## config.mk

```make
export PLATFORM = sky130hd
export DESIGN_NAME = ogsm_col_cell
export DESIGN_NICKNAME = d
export VERILOG_FILES = /design/src/sv/ogsm_pkg.sv /design/src/sv/ogsm_col_cell.sv
export SDC_FILE = /design/constraint.sdc
export NUM_CORES = 1
export LEC_CHECK = 0
export BUFFER_PORTS_ARGS = -buffer_cell sky130_fd_sc_hd__clkbuf_2
export CAP_MARGIN = 20
export CORE_ASPECT_RATIO = 2
export CORE_MARGIN = 4
export CORE_UTILIZATION = 30
export CTS_CLUSTER_DIAMETER = 120
export DETAILED_ROUTE_END_ITERATION = 12
export PLACE_DENSITY = 0.56
export SETUP_SLACK_MARGIN = 0.15
export SYNTH_ARGS = -nofsm -noshare
export SYNTH_HDL_FRONTEND = slang
export SYNTH_SLANG_ARGS = --single-unit
```

## constraint.sdc

```tcl
create_clock -name clk -period 7 [get_ports clk]
set_input_delay 0.35 -clock clk [delete_from_list [all_inputs] [get_ports clk]]
set_output_delay 0.35 -clock clk [all_outputs]
set_load 0.02 [all_outputs]
```

## src/sv/ogsm_pkg.sv

```systemverilog
// Shared constants, types and weight table for the occupancy splat map.
package ogsm_pkg;

  // Map geometry limits
  localparam int MAX_WIDTH  = 2048;
  localparam int MAX_HEIGHT = 4096;
  localparam int COL_W      = $clog2(MAX_WIDTH);
  localparam int WIDTH_W    = COL_W + 1;
  localparam int ROW_W      = $clog2(MAX_HEIGHT);
  localparam int HEIGHT_W   = ROW_W + 1;

  // Window geometry: 7x7, six rows kept in the line store
  localparam int WIN      = 7;
  localparam int HALF_WIN = 3;
  localparam int LS_W     = WIN - 1;

  // Warm-up count before the first result: 3 rows plus 3 cells
  localparam int CNT_W = $clog2(3 * MAX_WIDTH + 4);

  // Fixed point
  localparam int FRACTION_BITS = 15;
  localparam int WGT_W         = FRACTION_BITS;
  localparam int PSUM_W        = FRACTION_BITS + 1;
  localparam int SUM_W         = PSUM_W + 3;
  localparam int Q24_BITS      = 24;
  localparam int RND_SH        = Q24_BITS - FRACTION_BITS;
  localparam int RND_HALF      = (RND_SH == 0) ? 0 : (1 << (RND_SH - 1));

  // Port field widths
  localparam int PIXEL_W      = 8;
  localparam int IN_TDATA_W   = 8;
  localparam int FIELD_W      = 16;
  localparam int ROW_FIELD_W  = 12;
  localparam int COL_FIELD_W  = 11;
  localparam int OUT_PAD_W    = 1;
  localparam int OUT_TDATA_W  = FIELD_W + ROW_FIELD_W + COL_FIELD_W + OUT_PAD_W;

  // Configuration port
  localparam int CFG_W        = 13;
  localparam int CFG_IDX_W    = 2;
  localparam int WIDTH_CFG_W  = 12;
  localparam int HEIGHT_CFG_W = 13;
  localparam int OCC_CFG_W    = 8;
  localparam logic [OCC_CFG_W-1:0] OCC_DEFAULT = 8'd124;

  typedef enum logic [CFG_IDX_W-1:0] {
    REG_MAP_WIDTH    = 2'd0,
    REG_MAP_HEIGHT   = 2'd1,
    REG_OCCUPIED_MAX = 2'd2
  } cfg_reg_t;

  // Broadcast control from the top level to every column cell
  typedef struct packed {
    logic           shift;
    logic           calc;
    logic [WIN-1:0] row_ok;
  } cell_ctl_t;

  // Q.24 weights exp(-(dy^2+dx^2)/4)/5, index |dy|*4 + |dx|
  localparam logic [Q24_BITS-1:0] WQ24 [16] = '{
    24'd3355443, 24'd2613222, 24'd1234399, 24'd353661,
    24'd2613222, 24'd2035179, 24'd961351,  24'd275432,
    24'd1234399, 24'd961351,  24'd454110,  24'd130105,
    24'd353661,  24'd275432,  24'd130105,  24'd37276
  };

  // Weight rounded half up to FRACTION_BITS fraction bits
  function automatic logic [WGT_W-1:0] weight(input logic [1:0] ady, input logic [1:0] adx);
    logic [Q24_BITS:0] tmp;
    tmp = {1'b0, WQ24[{ady, adx}]} + (Q24_BITS + 1)'(RND_HALF);
    return WGT_W'(tmp >> RND_SH);
  endfunction

endpackage

```

## src/sv/ogsm_col_cell.sv

```systemverilog
// Window column cell: holds one 7-bit column, shifts it on, sums its weights.
module ogsm_col_cell (
  input  logic                          clk,
  input  ogsm_pkg::cell_ctl_t           ctl,
  input  logic                          col_ok,
  input  logic [1:0]                    adx,
  input  logic [ogsm_pkg::WIN-1:0]      bits_in,
  output logic [ogsm_pkg::WIN-1:0]      bits_out,
  output logic [ogsm_pkg::PSUM_W-1:0]   psum
);
  import ogsm_pkg::*;

  logic [WIN-1:0]    bits_r;
  logic [PSUM_W-1:0] psum_r;
  logic [PSUM_W-1:0] psum_nxt;
  logic [1:0]        ady;
  logic              hit;

  // Weighted sum over the rows of this column that lie inside the map
  always_comb begin
    psum_nxt = '0;
    for (int j = 0; j < WIN; j++) begin
      ady      = 2'((j < HALF_WIN) ? (HALF_WIN - j) : (j - HALF_WIN));
      hit      = bits_r[j] & ctl.row_ok[j] & col_ok;
      psum_nxt = psum_nxt + PSUM_W'({WGT_W{hit}} & weight(ady, adx));
    end
  end

  always_ff @(posedge clk) begin
    if (ctl.shift) begin
      bits_r <= bits_in;
    end
    if (ctl.calc) begin
      psum_r <= psum_nxt;
    end
  end

  assign bits_out = bits_r;
  assign psum     = psum_r;

endmodule

```

* Yosys cells after proc, flatten, opt, wreduce, memory -nomap -nowiden
Memory sizes are Yosys's and may differ from the RTL's.
Cells that the tools add are included.
** Storage, ports and cells
- Latch bits :: 0
- Register bits after elaboration :: 23
- Output and inout bits :: 23
- Bits in writable memories :: 0
- Memories :: 4
- Word-level logic and storage cells :: 53
- Bits in read-only memories :: 1536
** Memories
- (no name shown) :: words 16, width 24, rd ports 1, clocked after memory_dff 0, wr ports 0, line ogsm_pkg.sv:70 : tmp = {1'b0, WQ24[{ady, adx}]} + (Q24_BITS + 1)'(RND_HALF);
- (no name shown) :: words 16, width 24, rd ports 1, clocked after memory_dff 0, wr ports 0, line ogsm_pkg.sv:70
- (no name shown) :: words 16, width 24, rd ports 1, clocked after memory_dff 0, wr ports 0, line ogsm_pkg.sv:70
- (no name shown) :: words 16, width 24, rd ports 1, clocked after memory_dff 0, wr ports 0, line ogsm_pkg.sv:70
** Cells by class
- Equality and inequality tests :: 0
- Mux-type cells :: 8
- Div/mod/pow operators :: 0
- Reduce and logical (&&, ||, !) cells :: 0
- $lt $le $gt $ge :: 4
- Multipliers :: 0
- Shift operators :: 0
- Add/sub/neg operators :: 10
- Bitwise operators :: 25
** Operator list (count)
- 2-to-1 mux 24 bit :: 8
- bitwise AND 15 bit :: 7
- adder 24 x 9 -> 24 bit, second input constant :: 4
- adder 16 x 15 -> 16 bit :: 4
- >= comparator 5 bit, second input constant :: 4
- adder 15 x 15 -> 16 bit :: 1
- adder 16 bit :: 1
- bitwise AND 1 bit :: 14
- inverter 4 -> 5 bit :: 2
- inverter 2 -> 5 bit :: 1
- inverter 3 -> 5 bit :: 1

* Depth between registers and ports, before layout
Gate-level depths: netlist (run 1).
- Depth after elaboration :: 12
- Gate-level depth with buffers :: 22

* Least setup slack after synthesis (run 1)
Ideal clock, no wire load.
- Path kind :: input -> register
- Start point :: in adx[1]
- End point :: reg psum_r[13] (netlist: psum[13]), data pin
- Required time :: 6.740 ns
- Path slack :: 1.836 ns
- Arrival time :: 4.905 ns
- Stages on the path :: 22
- Path buffers :: 2
- Cells stage by stage :: clkbuf_1 inv_1 ha_1 clkbuf_2 nand2_1 nor4_1 nor2_1 fa_1 inv_1 fa_1 inv_1 fa_1 inv_1 fa_1 inv_1 ha_1 nand2_1 nor2_1 a211oi_2 o31ai_4 mux2i_1 nor2_1
** Between the ends
- Longest elaborated chain between the ends :: 12
- Elaborated cells between the ends (all ways) :: 33
- Those cells by class :: add/sub: 10; mux: 8; bitwise: 11; memory: 4
** RTL lines
- from (decl) :: line ogsm_col_cell.sv:6 : input logic [1:0] adx,
- inverter 4 -> 5 bit (implied by the code) :: line ogsm_pkg.sv:70
- memory (16 x 24 bit)
- 2-to-1 mux 24 bit (implied by the code) (2 in a row) :: line ogsm_pkg.sv:70
- adder 24 x 9 -> 24 bit :: line ogsm_pkg.sv:70
- bitwise AND 15 bit :: line ogsm_col_cell.sv:25 : psum_nxt = psum_nxt + PSUM_W'({WGT_W{hit}} & weight(ady, adx));
- adder 15 x 15 -> 16 bit :: line ogsm_col_cell.sv:25
- adder 16 x 15 -> 16 bit (4 in a row) :: line ogsm_col_cell.sv:25
- adder 16 bit * :: line ogsm_col_cell.sv:25
- net psum_nxt[13] :: line ogsm_col_cell.sv:15 : logic [PSUM_W-1:0] psum_nxt;
- to (signal assigned) :: line ogsm_col_cell.sv:34 : psum_r <= psum_nxt;
- to (decl) :: line ogsm_col_cell.sv:14 : logic [PSUM_W-1:0] psum_r;
The timed path passes the listed nets; every way through them passes the cells marked *. The select of a mux whose other input is x is not followed.
A chain may end at the register's enable or synchronous reset.

* Final worst setup path (run 1)
- Start point :: in adx[1]
- End point :: reg psum_r[15] (netlist: psum[15]), data pin
The elaborated chain is that of the path after synthesis.

==> flow_summary.json, run 1 <==
{
  "p_clk_share_pct": 22.8,
  "ys_ff_latch": 23,
  "wl_met1_mm": 2.51,
  "vias": 2506,
  "synth_flop_cell": "edfxtp_1",
  "p_sw_mw": 0.209,
  "hpwl_mm": 7.37,
  "p_sw_share_pct": 37.7,
  "cts_hold_buffers": 0,
  "worst_pin_slew_ns": 0.649,
  "drtIter0Drc": 82,
  "slowest_delay_ns": 0.64,
  "layout-drive-gt1-share_pct": 15.2,
  "first_global_vias": 2806,
  "finalHoldViolCount": 0,
  "grt_util_all_layers_pct": 12.7,
  "finalWorstSetupSlack_ns": 1.56,
  "root_buffer": "clkbuf_16",
  "synth-edff-count": 23,
  "place_ws_ns": 1.29,
  "ys_top_cells_by_area": "fa_1, edfxtp_1, ha_1, inv_1, nor2_1",
  "synth_seq_area_share_pct": 19.6,
  "powerDensity_nw_per_um2": 140,
  "critPathTopFamily": "adder cells",
  "die_y_microns": 161,
  "crit_path_top_delay_cell": "nor4_1",
  "cts_buffers": 3,
  "cts_tree": "done",
  "setup_viol": 0,
  "leakage_nw": 2.02,
  "layout.nets": 508,
  "worstPathCellList": "clkbuf_2 -> inv_1 -> ha_1 -> nor4_1 -> nor2_1 -> fa_1 -> inv_1 -> fa_1 -> inv_1 -> fa_1 -> inv_1 -> fa_1 -> inv_1 -> ha_1 -> nand2_1 -> nor2_1 -> a211oi_2 -> o31ai_4 -> o21ai_2 -> xnor2_1",
  "end_kind": "flip-flop",
  "crit_arrival_ns": 5.46,
  "synth_top_cell_by_area": "fa_1",
  "synth.net_count": 472,
  "seqPwrFrac_pct": 33.2,
  "cts.repair.resized": 0,
  "grt_antenna_before_repair": 0,
  "netlist_area_sq_um": 3530,
  "fillCellCount": 1222,
  "portBuffers": 42,
  "antenna_cells": 0,
  "clock_latency_ns": 0.26,
  "synth.avg_cell_area_sq_um": 9.83,
  "dpl.cell_count": 532,
  "grt_start_max_net_pins": 17,
  "peakVddDrop_mv": 0.102,
  "initial_core_util_pct": 30.9,
  "drcViolationCount": 0,
  "grt_overflow": 0,
  "ioPinCount": 43,
  "cts.sinks": 23,
  "fmax_mhz": 184,
  "viasPerCell": 4.68,
  "p_int_mw": 0.346,
  "first_pass_iters": 4,
  "maxSlewHeadroom_pct": 56.3,
  "cp-start-kind": "input port",
  "h-tree-depth": 1,
  "cpMostUsedCell": "inv_1",
  "finalMaxSlewViolations": 0,
  "maxCapViolCount": 0,
  "fin_crit_sh_pct": 77.7,
  "instances_no_fill": 536,
  "cts_buffer_depth": 2,
  "dpl_cell_area_sq_um": 3870,
  "finalPower_mw": 0.555,
  "status": "completed",
  "design_area_sq_um": 3950,
  "die_x_microns": 84.7,
  "path_class": "input port to flip-flop",
  "core_area_sq_um": 11400,
  "layout_min_cycle_time_ns": 5.44,
  "highest_layer": "met4",
  "crit_buf_inv": 6,
  "worstPathMaxFanout": 12,
  "areaGrowthSynthToFinish_pct": 12.0,
  "yosys_warnings": 0,
  "dr_wl_met3_microns": 281,
  "grt_pass1_wl_mm": 13.6,
  "p_comb_share_pct": 43.9,
  "setup_tns_ns": 0,
  "wire_per_inst_microns": 15.3,
  "gp_congestion": 0.967,
  "yosysTopAreaCellShare_pct": 33.5,
  "syn_inst": 359,
  "synth-async-reset-ratio_pct": 0,
  "finClkSkew_ns": 0.00844,
  "rsz0062_at_grt": "false",
  "hp-class": "input port to flip-flop",
  "synth_cell_type_count": 37,
  "clkTransAtPathRegs_ns": 0.07,
  "dr_wl_met2_mm": 4.88,
  "cts_setup_buffers": 0,
  "dieArea_sq_um": 13700,
  "cp_data_required_time_ns": 7.02,
  "rows": 55,
  "drtAntennaViolNets": 0,
  "finalWirelength_mm": 8.22
}
## cells in the final DEF (no fill, tap or decap), types with 11 or more instances in the layout
cell type,instances
inv_1,67
fa_1,59
nor2_1,44
clkbuf_2,42
ha_1,34
edfxtp_1,23
nand2_1,22
and2_1,12
nand3_1,12
nand2b_1,11
## through the flow
stage / util, % / hold WS, ns
2_1_floorplan: - / 0.449
3_3_place_gp: 33.9 / 0.527
3_5_place_dp: 33.9 / 0.529
4_1_cts: 34.6 / 0.254
5_1_grt: 34.6 / 0.250
6_report: 34.6 / 0.258
## kinds of logic (layout without fill, tap and decap cells)
family                   count (synthesis)  count (layout)  share of synthesized area [%]
AO/OA/AOI/OAI                           30              30                           6.45
XOR/XNOR                                16              16                           3.97
adder cells (fa/ha/maj)                 93              93                           45.5
buffers and inverters                   78             113                           8.37
flip-flops                              23              23                           19.6
multiplexers                             1               1                          0.284
AND/OR/NAND/NOR                        118             118                           15.8
## layer usage
layer,vias up,GRT usage (%)
li1,1190,-
met1,1209,11.2
met2,73,25.3
met3,34,1.79
met4,0,8.57
met5,-,0
## cell type report
| type | count | area, sq um | share of cell area [%] |
|---|---|---|---|
| clock buffers | 3 | 75.1 | 1.90 |
| inverters | 67 | 251 | 6.36 |
| well taps | 142 | 178 | 4.50 |
| clock inverters | 1 | 5.00 | 0.127 |
| repair buffers | 42 | 210 | 5.32 |
| multi-input cells | 258 | 2540 | 64.3 |
| flip-flops and latches | 23 | 691 | 17.5 |
## power groups by stage
stage,registers (mW),clock network (mW),logic (mW)
2_1_floorplan,0.214,0,0.155
3_3_place_gp,0.188,0,0.243
3_5_place_dp,0.188,0,0.247
4_1_cts,0.185,0.132,0.249
5_1_grt,0.186,0.137,0.278
6_report,0.184,0.127,0.244
## worst reg2reg max path: cells and delay by family, from the launching register on
| kind | cells | cell delay [ns] |
|---|---|---|
| simple gates | 2 | 0.75 |
| buf+inv | 3 | 0.42 |
| fa+ha+maj | 5 | 2.53 |
| compound gates | 5 | 0.82 |
| xor+xnor | 1 | 0.07 |
| flops | 1 | 0.35 |
## path summary, 6_finish.rpt
check / from / slack [ns] / cells past startpoint / to
hold / removal: bits_in[1] / 0.26 / 1 / bits_out[1]
setup / recovery: adx[1] / 1.56 / 20 / psum[15]
setup reg to reg: bits_out[1] / 1.80 / 16 / psum[15]
hold reg to reg: bits_out[5] / 1.33 / 4 / psum[0]
## registers in the layout, indices dropped and copies added (netlist names)
name      flops
psum         16
bits_out      7
## Yosys cell counts, types with 6 or more instances
library cell and count:
nand3_1 12, fa_1 59, nand2b_1 11, and2_1 12, ha_1 34, edfxtp_1 23
xnor2_1 10, a21oi_1 7, clkbuf_1 9, xor2_1 6, nand2_1 22, nor2_1 44
inv_1 67
Power figures use the tool's default switching activity.
==> inputs of run 2 (changes only) <==
==> constraint.sdc (replaced) <==
create_clock -name clk -period 5.6 [get_ports clk]
set_input_delay 0.28 -clock clk [delete_from_list [all_inputs] [get_ports clk]]
set_output_delay 0.28 -clock clk [all_outputs]
set_load 0.02 [all_outputs]
==> run 2 against run 1 <==
Against the previous run: flip-flop and latch count unchanged; sequential power increased by 26%; critical path depth rose by 2; first-iteration DRC count fell by 18%; clock power up 26%; combinational power increased by 26%; setup slack got worse by 1.2 ns; clock skew decreased by 0.0016 ns; utilization is 0.47 points higher; critical endpoint is now psum[13].
==> flow_summary.json, run 2 (synthesis gave the netlist of run 1 again) <==
{
  "grt_overflow": 0,
  "grt_pass1_wl_mm": 13.9,
  "crit_arrival_ns": 5.24,
  "cts_tree": "done",
  "hp-class": "input port to flip-flop",
  "gp_congestion": 0.900,
  "status": "completed",
  "drtAntennaViolNets": 0,
  "peakVddDrop_mv": 0.101,
  "r2r_start": "bits_out[1]",
  "grt.busiest_layer": "met2",
  "finClkSkew_ns": 0.00682,
  "p_clk_share_pct": 22.9,
  "drcViolationCount": 0,
  "setup_tns_ns": 0,
  "seqPwrFrac_pct": 33.0,
  "areaGrowthSynthToFinish_pct": 13.5,
  "powerDensity_nw_per_um2": 174,
  "maxSlewHeadroom_pct": 69.2,
  "cts_hold_buffers": 0,
  "dieArea_sq_um": 13700,
  "layout-drive-gt1-share_pct": 16.7,
  "final_cell_mix": "inv_1, fa_1, nor2_1, clkbuf_2, ha_1",
  "p_int_mw": 0.436,
  "worstPathMaxFanout": 10,
  "cts_buffer_depth": 2,
  "wire_per_inst_microns": 15.7,
  "rows": 55,
  "first_global_vias": 2816,
  "largest_register_ffs": 16,
  "path_class": "input port to flip-flop",
  "leakage_nw": 2.05,
  "cpMostUsedCell": "inv_1",
  "maxCapViolCount": 0,
  "die_x_microns": 84.7,
  "p_comb_share_pct": 44.1,
  "end_kind": "flip-flop",
  "ioPinCount": 43,
  "layout.nets": 515,
  "grt.met3_usage_pct": 1.63,
  "p_sw_mw": 0.262,
  "antenna_cells": 0,
  "vias": 2508,
  "finalWirelength_mm": 8.50,
  "portBuffers": 42,
  "use_met2_pct": 26.9,
  "viasPerCell": 4.62,
  "fin_crit_sh_pct": 93.2,
  "setup_viol": 0,
  "layout_commonest_cell": "inv_1",
  "design_area_sq_um": 4010,
  "crit_path_top_delay_cell": "fa_1",
  "cts.sinks": 23,
  "rrSetupSlack_ns": 0.73,
  "finalHoldViolCount": 0,
  "grt_util_all_layers_pct": 13.2,
  "first_pass_iters": 4,
  "root_buffer": "clkbuf_16",
  "core_area_sq_um": 11400,
  "grt_antenna_before_repair": 0,
  "die_y_microns": 161,
  "dpl_cell_area_sq_um": 3930,
  "cp-start-kind": "input port",
  "clkTransAtPathRegs_ns": 0.06,
  "hpwl_mm": 7.72,
  "p_sw_share_pct": 37.5,
  "slowest_delay_ns": 0.54,
  "worstPathCellList": "clkbuf_2 -> inv_1 -> ha_2 -> nand2_1 -> nor4_1 -> buf_4 -> nor2_1 -> fa_1 -> inv_1 -> fa_1 -> inv_1 -> fa_1 -> inv_1 -> fa_1 -> inv_1 -> ha_1 -> nand2_1 -> nor2_1 -> a211oi_2 -> o31ai_4 -> mux2i_1 -> nor2_1",
  "cp-startpoint": "adx[1]",
  "fmax_mhz": 192,
  "grtUsageMet1_pct": 11.5,
  "cts_buffers": 3,
  "grt_start_max_net_pins": 17,
  "drtIter0Drc": 67,
  "worst_pin_slew_ns": 0.462,
  "initial_core_util_pct": 30.9,
  "cp_data_required_time_ns": 5.62,
  "layout_min_cycle_time_ns": 5.22,
  "worstHoldStart": "bits_in[2]",
  "clock_latency_ns": 0.26,
  "rsz0062_at_grt": "false",
  "h-tree-depth": 1,
  "finalMaxSlewViolations": 0
}
## run 2: cell count changes in the layout (fill, tap and decap cells not counted)
cell and delta:
ha_1 -1, ha_2 +1, clkinv_2 -1, clkbuf_1 +1, buf_4 +7, o21ai_0 -1, o21ai_1 +1
## run 2: timing repair
item                                    CTS  global route
endpoints found under the setup margin    0             3
resized for setup                         0             2
buffers inserted                          0             0
## run 2: per-stage QoR
step           total power, mW  util (%)  cells  setup WS [ns]  hold slack [ns]
2_1_floorplan            0.461         -    359          0.506            0.379
3_3_place_gp             0.540      34.4    539          0.247            0.457
3_5_place_dp             0.547      34.4    539         0.0924            0.459
4_1_cts                  0.712      35.0    543          0.370            0.181
5_1_grt                  0.758      35.1    543          0.176            0.179
6_report                 0.698      35.1    543          0.380            0.186
## run 2: path summary, 6_finish.rpt
| check | to | cells after the start |
|---|---|---|
| setup / recovery | psum[13] | 22 |
| hold / removal | bits_out[2] | 1 |
| setup reg to reg | psum[13] | 16 |
| hold reg to reg | psum[0] | 4 |
## run 2: power groups by stage
stage / combinational, mW / sequential, mW / clock (mW)
floorplan: 0.194 / 0.267 / 0
global placement: 0.305 / 0.235 / 0
detailed placement: 0.312 / 0.235 / 0
CTS: 0.314 / 0.231 / 0.167
global route: 0.353 / 0.233 / 0.171
finish: 0.307 / 0.231 / 0.160
## run 2: final cells by class
class                      count  area [sq um]
multi-input combinational    258          2540
fill                        1236          7420
inverter                      67           251
tap                          142           178
timing repair buffer          49           263
clock buffer                   4          78.8
sequential                    23           691
## run 2: routing by layer
| layer | share of wire [%] | up-vias | wire length (microns) |
|---|---|---|---|
| met5 | 0 | - | 0 |
| met4 | 6.0 | 0 | 509 |
| met3 | 2.7 | 28 | 233 |
| met2 | 61 | 52 | 5170 |
| met1 | 30 | 1226 | 2580 |
| li1 | - | 1202 | - |
## run 2: critical path: cells and delay by family
kind                     cells  cell delay [ns]
AO/OA/AOI/OAI                2             0.44
adder cells (fa/ha/maj)      6             2.75
buffers and inverters        7             0.80
multiplexers                 1             0.17
AND/OR/NAND/NOR              6             0.76
==> inputs of run 3 (changes only) <==
--- a/config.mk
+++ b/config.mk
@@ -7,12 +7,14 @@
 export LEC_CHECK = 0
 export BUFFER_PORTS_ARGS = -buffer_cell sky130_fd_sc_hd__clkbuf_2
 export CAP_MARGIN = 20
+export CELL_PAD_IN_SITES_DETAIL_PLACEMENT = 2
+export CELL_PAD_IN_SITES_GLOBAL_PLACEMENT = 2
 export CORE_ASPECT_RATIO = 2
 export CORE_MARGIN = 4
 export CORE_UTILIZATION = 30
 export CTS_CLUSTER_DIAMETER = 120
 export DETAILED_ROUTE_END_ITERATION = 12
-export PLACE_DENSITY = 0.56
+export PLACE_DENSITY = 0.76
 export SETUP_SLACK_MARGIN = 0.15
 export SYNTH_ARGS = -nofsm -noshare
 export SYNTH_HDL_FRONTEND = slang
==> run 3 against run 2 <==
Against the previous run: cell count up 0.18%; setup slack better by 0.11 ns; sequential power barely moved; critical path type unchanged; critical endpoint unchanged; largest cell class unchanged.
==> flow_summary.json, run 3 (synthesis gave the netlist of run 1 again) <==
{
  "reg2reg_depth": 16,
  "grt_pass1_wl_mm": 17.1,
  "gp_congestion": 0.865,
  "ioPinCount": 43,
  "finClkSkew_ns": 0.00310,
  "register_area_sq_um": 691,
  "die_x_microns": 84.7,
  "rrSetupSlack_ns": 0.57,
  "path_class": "input port to flip-flop",
  "cts_buffers": 3,
  "setup_tns_ns": 0,
  "maxSlewHeadroom_pct": 67.7,
  "crit_path_top_delay_cell": "fa_1",
  "cts_buffer_depth": 2,
  "critPathTopFamily": "adder cells",
  "grt_antenna_before_repair": 0,
  "layout.nets": 516,
  "end_kind": "flip-flop",
  "layout-drive-gt1-share_pct": 17.4,
  "rows": 55,
  "multi_input_comb_area_sq_um": 2550,
  "post-route-util_pct": 35.2,
  "cts.sinks": 23,
  "first_global_vias": 3185,
  "drtAntennaViolNets": 0,
  "grt_start_max_net_pins": 17,
  "setup_viol": 0,
  "worstPathMaxFanout": 9,
  "final_cell_mix": "inv_1, fa_1, nor2_1, clkbuf_2, ha_1",
  "cpMostUsedCell": "inv_1",
  "finalWorstSetupSlack_ns": 0.493,
  "dpl.cell_count": 540,
  "h-tree-depth": 1,
  "leakage_nw": 2.06,
  "areaGrowthSynthToFinish_pct": 14.0,
  "cts_hold_buffers": 0,
  "rsz0062_at_grt": "false",
  "dieArea_sq_um": 13700,
  "drcViolationCount": 0,
  "fillCellCount": 1329,
  "layout_min_cycle_time_ns": 5.11,
  "finalMaxSlewViolations": 0,
  "clkTransAtPathRegs_ns": 0.07,
  "worst_pin_slew_ns": 0.484,
  "fmax_mhz": 196,
  "status": "completed",
  "vias": 2638,
  "hpwl_mm": 9.29,
  "r2r-end": "psum[13]",
  "min_to": "bits_out[0]",
  "crit_buf_inv": 7,
  "cts_tree": "done",
  "viasPerCell": 4.85,
  "finalWirelength_mm": 10.4,
  "design_area_sq_um": 4020,
  "whs_path_depth": 1,
  "crit_arrival_ns": 5.13,
  "cp-start-kind": "input port",
  "fin_crit_sh_pct": 91.2,
  "hp-class": "input port to flip-flop",
  "portBuffers": 42,
  "worstPathCellList": "clkbuf_2 -> inv_1 -> ha_1 -> nand2_1 -> nor4_2 -> buf_4 -> nor2_1 -> fa_1 -> inv_1 -> fa_1 -> inv_1 -> fa_1 -> inv_1 -> fa_1 -> inv_1 -> ha_1 -> nand2_1 -> nor2_1 -> a211oi_2 -> o31ai_4 -> mux2i_1 -> nor2_1",
  "finalHoldViolCount": 0,
  "largest_register_ffs": 16,
  "drtIter0Drc": 68,
  "worstHoldStart": "bits_in[0]",
  "initial_core_util_pct": 30.9,
  "grt_util_all_layers_pct": 16.4,
  "cp_data_required_time_ns": 5.62,
  "grt_overflow": 0,
  "clock_latency_ns": 0.27,
  "place_ws_ns": 0.166,
  "instances_no_fill": 544,
  "slowest_delay_ns": 0.54,
  "wire_per_inst_microns": 19.2,
  "r2r_start": "bits_out[6]",
  "root_buffer": "clkbuf_16",
  "maxCapViolCount": 0,
  "layout_commonest_cell": "inv_1",
  "peakVddDrop_mv": 0.206,
  "core_area_sq_um": 11400,
  "antenna_cells": 0,
  "first_pass_iters": 4,
  "finalPower_mw": 0.731,
  "dpl_cell_area_sq_um": 3930,
  "powerDensity_nw_per_um2": 182,
  "die_y_microns": 161,
  "holdWs_ns": 0.187
}
## run 3: what timing repair did
| item | CTS | global route |
|---|---|---|
| resized for setup | 0 | 3 |
| endpoints found under the setup margin | 0 | 3 |
| buffers inserted | 0 | 0 |
| endpoints found under the hold margin | 0 | 0 |
## run 3: cell type report
class                      instances  area share (%)
multi-input combinational        258            63.4
clock buffer                       3            1.87
timing repair buffer              50            6.72
sequential                        23            17.2
inverter                          67            6.25
clock inverter                     1           0.187
tap                              142            4.42
## run 3: how the worst max path moves through the flow
stage / cells past startpoint / to / start / slack [ns]
2_1_floorplan: 22 / psum[13] / adx[1] / 0.51
3_3_place_gp: 21 / psum[13] / adx[1] / 0.27
3_5_place_dp: 20 / psum[14] / adx[1] / 0.17
4_1_cts: 20 / psum[14] / adx[1] / 0.39
5_1_grt: 22 / psum[13] / adx[0] / 0.22
6_report: 22 / psum[13] / adx[0] / 0.49
## run 3: worst reg2reg max path, delay by kind of cell, from the launching register on
family | cells | cell delay, ns
flops | 1 | 0.37
buf+inv | 3 | 0.18
mux | 1 | 0.23
compound gates | 3 | 0.56
fa+ha+maj | 5 | 2.48
simple gates | 4 | 0.95
## run 3: report_power, final
| part | switching [mW] | leakage, nW | internal (mW) |
|---|---|---|---|
| logic | 0.214 | 1.79 | 0.120 |
| clock network | 0.0662 | 0.0371 | 0.0971 |
| registers | 0.00934 | 0.233 | 0.224 |
## run 3: routing by layer
metal	up-vias	GRT usage [%]	part of all wire, %
met5	-	0	0
li1	1202	-	-
met1	1370	16.3	34
met3	24	1.02	1.7
met2	42	33.0	61
met4	0	7.71	3.1
